===== src/rtl/core/fbpa_pkg.sv =====
// Shared types, constants and helper functions for the block pool allocator.
// Used by every module of the block but fbpa_ram; depends on nothing.
package fbpa_pkg;

    localparam int MaxBlocks  = 256;
    localparam int IndexW     = $clog2(MaxBlocks);
    localparam int CountW     = IndexW + 1;
    localparam int AlignBytes = 8;
    localparam int AlignShift = $clog2(AlignBytes);
    localparam int BytesW     = 13;
    localparam int StrideW    = BytesW + 1 - AlignShift;
    localparam int AddrW      = 20;
    localparam int CfgW       = BytesW;
    localparam int CfgIdxW    = 1;

    localparam logic [CountW-1:0] LIST_EMPTY        = CountW'(MaxBlocks);
    localparam logic [CountW-1:0] BLOCK_COUNT_RESET = CountW'(MaxBlocks);
    localparam logic [BytesW-1:0] BLOCK_BYTES_RESET = BytesW'(16);

    localparam logic [CfgIdxW-1:0] CFG_BLOCK_COUNT = 1'b0;
    localparam logic [CfgIdxW-1:0] CFG_BLOCK_BYTES = 1'b1;

    localparam logic ACT_ALLOC = 1'b0;
    localparam logic ACT_FREE  = 1'b1;

    localparam logic [1:0] STATUS_OK       = 2'd0;
    localparam logic [1:0] STATUS_EMPTY    = 2'd1;
    localparam logic [1:0] STATUS_BAD_FREE = 2'd2;

    typedef enum logic [0:0] {
        FSM_IDLE,
        FSM_LINK_RD
    } fsm_t;

    typedef struct packed {
        logic              action;
        logic [IndexW-1:0] block_index;
    } req_word_t;

    typedef struct packed {
        logic [1:0]        status;
        logic [IndexW-1:0] given_index;
        logic [AddrW-1:0]  given_address;
        logic [CountW-1:0] free_blocks;
    } rsp_word_t;

    typedef struct packed {
        logic               restart;
        logic [CountW-1:0]  restart_total;
        logic [CountW-1:0]  count;
        logic [StrideW-1:0] stride_units;
    } pool_cfg_t;

    // Counts above the pool size saturate to the pool size.
    function automatic logic [CountW-1:0] eff_count(input logic [CountW-1:0] raw);
        logic [CountW-1:0] result;
        result = (raw > LIST_EMPTY) ? LIST_EMPTY : raw;
        return result;
    endfunction

endpackage


===== src/rtl/core/fbpa_ram.sv =====
// Generic single-write, single-read synchronous RAM with a registered read.
// Self-contained; no package is used.
module fbpa_ram #(
    parameter int Width = 8,
    parameter int Depth = 256
) (
    input  logic                     clk,
    input  logic                     we,
    input  logic [$clog2(Depth)-1:0] waddr,
    input  logic [Width-1:0]         wdata,
    input  logic [$clog2(Depth)-1:0] raddr,
    output logic [Width-1:0]         rdata
);

    logic [Width-1:0] mem_reg [Depth];
    logic [Width-1:0] rdata_reg;

    always_ff @(posedge clk)
    begin
        if (we)
        begin
            mem_reg[waddr] <= wdata;
        end
        rdata_reg <= mem_reg[raddr];
    end

    assign rdata = rdata_reg;

endmodule


===== src/rtl/core/fbpa_ctrl.sv =====
// Free-list controller: pool state registers, decision logic and result register.
// Depends on fbpa_pkg; drives the link memory held in the top level.
module fbpa_ctrl (
    input  logic                              clk,
    input  logic                              rst_n,
    input  fbpa_pkg::pool_cfg_t               cfg,
    input  logic                              req_valid,
    output logic                              req_ready,
    input  fbpa_pkg::req_word_t               req_word,
    output logic                              rsp_valid,
    input  logic                              rsp_ready,
    output fbpa_pkg::rsp_word_t               rsp_word,
    output logic                              link_we,
    output logic [fbpa_pkg::IndexW-1:0]       link_waddr,
    output logic [fbpa_pkg::IndexW-1:0]       link_wdata,
    output logic [fbpa_pkg::IndexW-1:0]       link_raddr,
    input  logic [fbpa_pkg::IndexW-1:0]       link_rdata
);

    localparam int ProdW = fbpa_pkg::IndexW + fbpa_pkg::StrideW;

    fbpa_pkg::fsm_t              state_reg, state_next;
    logic [fbpa_pkg::CountW-1:0] head_reg, head_next;
    logic [fbpa_pkg::CountW-1:0] bump_reg, bump_next;
    logic [fbpa_pkg::CountW-1:0] total_reg, total_next;
    logic                        rsp_valid_reg;
    fbpa_pkg::rsp_word_t         rsp_word_reg, rsp_word_next;

    logic                        req_fire;
    logic                        head_load_link;
    logic [fbpa_pkg::CountW-1:0] list_len;
    logic                        list_ok;
    logic                        pop_link;
    logic                        push_ok;
    logic [1:0]                  status;
    logic [fbpa_pkg::IndexW-1:0] idx;
    logic [ProdW-1:0]            product;

    assign req_fire = req_valid && req_ready;

    // Next state.
    always_comb
    begin
        state_next = state_reg;
        if (cfg.restart)
        begin
            state_next = fbpa_pkg::FSM_IDLE;
        end
        else
        begin
            unique case (state_reg)
                fbpa_pkg::FSM_IDLE:
                begin
                    if (req_fire && pop_link)
                    begin
                        state_next = fbpa_pkg::FSM_LINK_RD;
                    end
                end
                fbpa_pkg::FSM_LINK_RD:
                begin
                    state_next = fbpa_pkg::FSM_IDLE;
                end
                default:
                begin
                    state_next = fbpa_pkg::FSM_IDLE;
                end
            endcase
        end
    end

    // State machine outputs.
    always_comb
    begin
        req_ready      = 1'b0;
        head_load_link = 1'b0;
        unique case (state_reg)
            fbpa_pkg::FSM_IDLE:
            begin
                req_ready = !rsp_valid_reg || rsp_ready;
            end
            fbpa_pkg::FSM_LINK_RD:
            begin
                head_load_link = 1'b1;
            end
            default:
            begin
                req_ready = 1'b0;
            end
        endcase
    end

    // Decision for the word on the input, applied only when it is accepted.
    always_comb
    begin
        list_len  = total_reg - cfg.count + bump_reg;
        list_ok   = !head_reg[fbpa_pkg::IndexW] && (list_len != '0);
        head_next  = head_reg;
        bump_next  = bump_reg;
        total_next = total_reg;
        status     = fbpa_pkg::STATUS_OK;
        idx        = '0;
        pop_link   = 1'b0;
        push_ok    = 1'b0;
        if (req_word.action == fbpa_pkg::ACT_ALLOC)
        begin
            priority if (list_ok)
            begin
                idx        = head_reg[fbpa_pkg::IndexW-1:0];
                total_next = total_reg - 1'b1;
                if (list_len != fbpa_pkg::CountW'(1))
                begin
                    pop_link = 1'b1;
                end
                else
                begin
                    head_next = fbpa_pkg::LIST_EMPTY;
                end
            end
            else if (bump_reg < cfg.count)
            begin
                idx        = bump_reg[fbpa_pkg::IndexW-1:0];
                bump_next  = bump_reg + 1'b1;
                total_next = total_reg - 1'b1;
            end
            else
            begin
                status = fbpa_pkg::STATUS_EMPTY;
            end
        end
        else
        begin
            if (({1'b0, req_word.block_index} >= cfg.count) || (total_reg >= cfg.count))
            begin
                status = fbpa_pkg::STATUS_BAD_FREE;
            end
            else
            begin
                push_ok    = 1'b1;
                idx        = req_word.block_index;
                head_next  = {1'b0, req_word.block_index};
                total_next = total_reg + 1'b1;
            end
        end

        product = ProdW'(idx) * ProdW'(cfg.stride_units);
        rsp_word_next.status        = status;
        rsp_word_next.given_index   = idx;
        rsp_word_next.given_address =
            fbpa_pkg::AddrW'({product, {fbpa_pkg::AlignShift{1'b0}}});
        rsp_word_next.free_blocks   = total_next;
    end

    // The pushed block links to the old head, or to nothing on an empty list.
    assign link_we    = req_fire && push_ok;
    assign link_waddr = req_word.block_index;
    assign link_wdata = (list_len != '0) ? head_reg[fbpa_pkg::IndexW-1:0] : '0;
    assign link_raddr = head_reg[fbpa_pkg::IndexW-1:0];

    always_ff @(posedge clk or negedge rst_n)
    begin
        if (!rst_n)
        begin
            state_reg     <= fbpa_pkg::FSM_IDLE;
            head_reg      <= fbpa_pkg::LIST_EMPTY;
            bump_reg      <= '0;
            total_reg     <= fbpa_pkg::BLOCK_COUNT_RESET;
            rsp_valid_reg <= 1'b0;
        end
        else
        begin
            state_reg <= state_next;
            if (req_fire)
            begin
                rsp_valid_reg <= 1'b1;
            end
            else if (rsp_ready)
            begin
                rsp_valid_reg <= 1'b0;
            end
            priority if (cfg.restart)
            begin
                head_reg  <= fbpa_pkg::LIST_EMPTY;
                bump_reg  <= '0;
                total_reg <= cfg.restart_total;
            end
            else if (head_load_link)
            begin
                head_reg <= {1'b0, link_rdata};
            end
            else if (req_fire)
            begin
                head_reg  <= head_next;
                bump_reg  <= bump_next;
                total_reg <= total_next;
            end
        end
    end

    always_ff @(posedge clk)
    begin
        if (req_fire)
        begin
            rsp_word_reg <= rsp_word_next;
        end
    end

    assign rsp_valid = rsp_valid_reg;
    assign rsp_word  = rsp_word_reg;

endmodule


===== src/rtl/core/fixed_block_pool_allocator.sv =====
// Top level of the fixed-size block pool allocator: configuration registers,
// the free-list controller and the link memory. Depends on fbpa_pkg, fbpa_ctrl, fbpa_ram.

// The allocator hands out and takes back blocks of one size from a pool of up to
// 256 blocks. Each request word either allocates a block (most recently freed
// block first, otherwise the next block never yet used) or frees one; each
// produces exactly one response word with the status, the block index, its byte
// offset (index times the block size rounded up to 8 bytes, kept to 20 bits) and
// the number of free blocks left. Frees of an index outside the pool, or made
// while every block is already free, are reported and change nothing; freeing a
// block twice is not detected. An allocation that pops the free list while more
// than one freed block remains holds off the next request while the new list head
// is read from the link memory, whose read data are registered. The response sits
// in an output register, and a new request is taken in the same cycle as the
// waiting response is taken. Writing either configuration register restarts the
// pool at once: the free list is emptied, every block counts as unused and the
// free count equals the block count (counts above 256 are held at 256). The link
// memory needs no clearing after reset.
module fixed_block_pool_allocator (
    input  logic                           clk,
    input  logic                           rst_n,
    input  logic                           req_valid,
    output logic                           req_ready,
    input  fbpa_pkg::req_word_t            req_word,
    output logic                           rsp_valid,
    input  logic                           rsp_ready,
    output fbpa_pkg::rsp_word_t            rsp_word,
    input  logic                           cfg_write_en,
    input  logic [fbpa_pkg::CfgIdxW-1:0]   cfg_index,
    input  logic [fbpa_pkg::CfgW-1:0]      cfg_data
);

    logic [fbpa_pkg::CountW-1:0]   count_reg;
    logic [fbpa_pkg::BytesW-1:0]   bytes_reg;
    logic [fbpa_pkg::CountW-1:0]   count_next;
    logic [fbpa_pkg::BytesW:0]     bytes_round;
    fbpa_pkg::pool_cfg_t           cfg;

    logic                          link_we;
    logic [fbpa_pkg::IndexW-1:0]   link_waddr;
    logic [fbpa_pkg::IndexW-1:0]   link_wdata;
    logic [fbpa_pkg::IndexW-1:0]   link_raddr;
    logic [fbpa_pkg::IndexW-1:0]   link_rdata;

    // The count the pool will have after this cycle, needed so that a restart
    // loads the free count from the value being written.
    assign count_next = (cfg_write_en && (cfg_index == fbpa_pkg::CFG_BLOCK_COUNT))
                        ? cfg_data[fbpa_pkg::CountW-1:0] : count_reg;

    always_ff @(posedge clk or negedge rst_n)
    begin
        if (!rst_n)
        begin
            count_reg <= fbpa_pkg::BLOCK_COUNT_RESET;
            bytes_reg <= fbpa_pkg::BLOCK_BYTES_RESET;
        end
        else if (cfg_write_en)
        begin
            unique case (cfg_index)
                fbpa_pkg::CFG_BLOCK_COUNT:
                begin
                    count_reg <= cfg_data[fbpa_pkg::CountW-1:0];
                end
                fbpa_pkg::CFG_BLOCK_BYTES:
                begin
                    bytes_reg <= cfg_data[fbpa_pkg::BytesW-1:0];
                end
                default:
                begin
                    bytes_reg <= bytes_reg;
                end
            endcase
        end
    end

    // The stride is kept in units of the alignment, so the address multiply
    // stays narrow and the low address bits are simply zero.
    assign bytes_round = {1'b0, bytes_reg} + (fbpa_pkg::BytesW + 1)'(fbpa_pkg::AlignBytes - 1);

    always_comb
    begin
        cfg.restart       = cfg_write_en;
        cfg.restart_total = fbpa_pkg::eff_count(count_next);
        cfg.count         = fbpa_pkg::eff_count(count_reg);
        cfg.stride_units  = bytes_round[fbpa_pkg::BytesW:fbpa_pkg::AlignShift];
    end

    fbpa_ctrl u_ctrl (
        .clk        (clk),
        .rst_n      (rst_n),
        .cfg        (cfg),
        .req_valid  (req_valid),
        .req_ready  (req_ready),
        .req_word   (req_word),
        .rsp_valid  (rsp_valid),
        .rsp_ready  (rsp_ready),
        .rsp_word   (rsp_word),
        .link_we    (link_we),
        .link_waddr (link_waddr),
        .link_wdata (link_wdata),
        .link_raddr (link_raddr),
        .link_rdata (link_rdata)
    );

    // One link per block: the index of the block freed before it.
    fbpa_ram #(
        .Width (fbpa_pkg::IndexW),
        .Depth (fbpa_pkg::MaxBlocks)
    ) u_link_ram (
        .clk   (clk),
        .we    (link_we),
        .waddr (link_waddr),
        .wdata (link_wdata),
        .raddr (link_raddr),
        .rdata (link_rdata)
    );

endmodule


===== config.mk =====
export PLATFORM = sky130hd
export DESIGN_NAME = fixed_block_pool_allocator
export DESIGN_NICKNAME = d
export VERILOG_FILES = /design/src/rtl/core/fbpa_pkg.sv /design/src/rtl/core/fbpa_ram.sv /design/src/rtl/core/fbpa_ctrl.sv /design/src/rtl/core/fixed_block_pool_allocator.sv
export SDC_FILE = /design/constraint.sdc
export NUM_CORES = 2
export LEC_CHECK = 0
export BUFFER_PORTS_ARGS = -buffer_cell sky130_fd_sc_hd__buf_2
export CAP_MARGIN = 20
export CORE_AREA = 2 2 561 396
export CTS_CLUSTER_SIZE = 30
export DETAILED_ROUTE_END_ITERATION = 10
export DIE_AREA = 0 0 563 398
export GPL_TIMING_DRIVEN = 0
export PLACE_DENSITY = 0.59
export SLEW_MARGIN = 20
export SYNTH_ARGS = -nofsm -noshare
export SYNTH_HDL_FRONTEND = slang
export SYNTH_SLANG_ARGS = --single-unit
export TNS_END_PERCENT = 100

===== constraint.sdc =====
create_clock -name clk -period 31.6 [get_ports clk]
set_input_delay 1.58 -clock clk [delete_from_list [all_inputs] [get_ports clk]]
set_output_delay 1.58 -clock clk [all_outputs]
set_load 0.05 [all_outputs]

==> out/qor.yml <==
sta:
  tns_ps: 0
  fin_hold_ws_ps: 514
  min_period_over_period_pct: 33.5
  report.final.slew_viol_count: 0
  setup_ws_ps: 21010
  relSlewSlack_pct: 20.2
  period_minus_slack_ps: 10590
  hold_viol: 0
  worst_slew_pin_slew_ps: 1190
  finalClockSkew_ps: 33.9
  setup_viol: 0
  grt_setup_unrepaired: "false"
  fmax_mhz: 94.4
detailed_routing:
  drtIter0Drc: 6310
  drc: 0
  wirelength_um: 243000
  vias: 44400
  wl_per_cell_um: 32.2
  ant_nets: 0
  first_pass_iters: 5
  routed_via_density: 5.88
setup_path:
  crit_path_end_kind: "register"
  path_max_fanout: 10
  critPathMaxStageDelay_ps: 580
  timing.critical_path.mode_cell: "fa_1"
  cp.depth: 34
  cp_slowest_cell: "dfstp_2"
  critPathKind: "reg2reg"
  path_buf_inv: 9
  path_delay_family: "adder cells"
  critPathRequiredTime_ps: 32240
  cp.arrival_ps: 11230
  reg2reg_depth: 34
  cp-start-kind: "register"
synthesis:
  syn-instance-count: 4122
  synth_xor_area_share_pct: 0.423
  ys_ff_latch: 2143
  async_flop_share_pct: 2.38
  synth_area_um2: 87100
  ys_top_cells_by_area: "edfxtp_1, mux4_2, nor2_1"
  synth-main-ff-cell: "edfxtp_1"
  synth_edf_count: 2084
  synth_area_leader_cell: "edfxtp_1"
  syn_area_per_cell_um2: 21.1
  synth_fa_ha_area_share_pct: 2.39
  synthSimpleGateAreaFrac_pct: 2.92
  synth_top_family_by_area: "multiplexers"
  ys_warn_count: 0
  synth_top_area_share_pct: 71.9
  muxShareOfSynthArea_pct: 18.0
  ys_seq_area_share_pct: 73.5
  synth_cell_types: 75
  synth_compound_area_share_pct: 1.03
clock_network:
  numClockSinks: 2143
  cts_root_buffer: "clkbuf_16"
  cts_tree: "done"
  post_cts_buffers: 0
  ctsLongestPathBuffers: 4
  clkTransAtPathRegs_ps: 70
  numCtsBuffers: 201
  ctsResizeCount: 0
  clock_latency_ps: 840
  htreeDepth: 4
  cts-hold-fix-buffers: 0
worst_hold_path:
  whs_path_depth: 1
  min_path_type: "reg2reg"
die:
  die_w_um: 563
  core_um2: 219000
  die_area_um2: 224000
  std_cell_rows: 144
  initial_core_util_pct: 39.8
  die_h_um: 398
  pin_count: 69
global_route:
  antenna_found_initial: 17
  met1_usage_pct: 34.9
  grt_overflow: 0
  grt-busiest-layer: "met1"
  grt_max_degree: 52
  grt_pass1_vias: 42500
  grt_use_met2_pct: 28.8
  grt_use_total_pct: 21.7
  grt_first_pass_wirelength_um: 338000
  met3_usage_pct: 6.39
cells_and_area:
  largest_reg_flops: 2048
  syn_to_final_growth_pct: 14.3
  layout_common_cells: "edfxtp_1, mux4_2, nor2_1"
  layout.nets: 4641
  drive_above_1_share_pct: 27.5
  layout_commonest_cell: "edfxtp_1"
place:
  numPortBuffers: 62
  place_ws_ps: 21360
  gp_congestion: 0.851
  hpwl_um: 171000
power_and_ir_drop:
  vdd_ir_drop_max_uv: 44.1
  finalPower_mw: 6.44
  power_density_nw_per_um2: 64.8
  p_leak_nw: 31.0
outcome:
  status: "complete, no violations"
run:
  max_cap_violations: 0
## area by class of cell
type | instances | area (um^2)
Timing Repair Buffer | 156 | 2400
Multi-Input combinational cell | 1611 | 21700
Inverter | 147 | 552
Clock inverter | 106 | 896
Fill cell | 18400 | 119000
Buffer | 223 | 978
Sequential cell | 2143 | 64000
Clock buffer | 253 | 5330
Antenna cell | 1 | 2.50
Tap cell | 2920 | 3650
## power breakdown
part,switching [mW],total [mW],internal (mW)
Sequential,0.0179,3.20,3.18
Combinational,0.552,0.879,0.327
Clock,1.05,2.36,1.31
Total,1.62,6.44,4.82
## Yosys cell counts (6+ instances only)
master    instances
buf_2            48
edfxtp_1       2084
mux4_2          680
or2_2            12
dfxtp_1           8
xnor2_1          35
clkbuf_1        137
dfrtp_1          47
nor2_1          389
a211oi_1          6
buf_1            33
a21o_1            7
nand4_1           8
fa_1             61
and3_1            7
or3_1             8
nand2b_1         10
xor2_1            7
inv_1           143
mux2i_1           8
nor3_1           18
a22oi_1           9
nand3_1          25
a21oi_1          25
ha_1             69
mux2_2           25
nor2b_1          20
o21ai_0          29
nor4_1            6
nand2_1          68
## routing by layer
metal | vias to the layer above | routed length [um]
met3 | 290 | 30300
met5 | - | 218
li1 | 17600 | -
met4 | 8 | 4660
met1 | 24100 | 109000
met2 | 2427 | 99300
## stage by stage
step	instance area (um^2)	utilization, %	std cells
global route	99500	45.5	7559
global placement	91000	41.6	7106
floorplan	87100	-	4124
finish	99500	45.5	7560
CTS	99500	45.5	7558
detailed placement	93200	42.6	7199
## final timing paths
kind / slack (ps) / end / from
min in group asynchronous: 800 / bytes_reg[6] / rst_n
hold / removal: 510 / u_ctrl.rsp_valid / u_ctrl.rsp_valid
hold reg to reg: 510 / u_ctrl.rsp_valid / u_ctrl.rsp_valid
max in group asynchronous: 30280 / u_ctrl.bump_reg[0] / rst_n
setup reg to reg: 21010 / u_ctrl.rsp_word[28] / count_reg[8]
setup / recovery: 21010 / u_ctrl.rsp_word[28] / count_reg[8]
## logic make-up (layout without fill, tap and decap cells)
logic type / count (synthesis) / count (layout)
AO/OA/AOI/OAI: 132 / 132
XOR/XNOR: 42 / 42
multiplexers: 713 / 713
AND/OR/NAND/NOR: 591 / 591
flip-flops: 2143 / 2143
other: 1 / 4
buffers and inverters: 370 / 885
adder cells (fa/ha/maj): 130 / 130
Power figures use the tool's default switching activity.
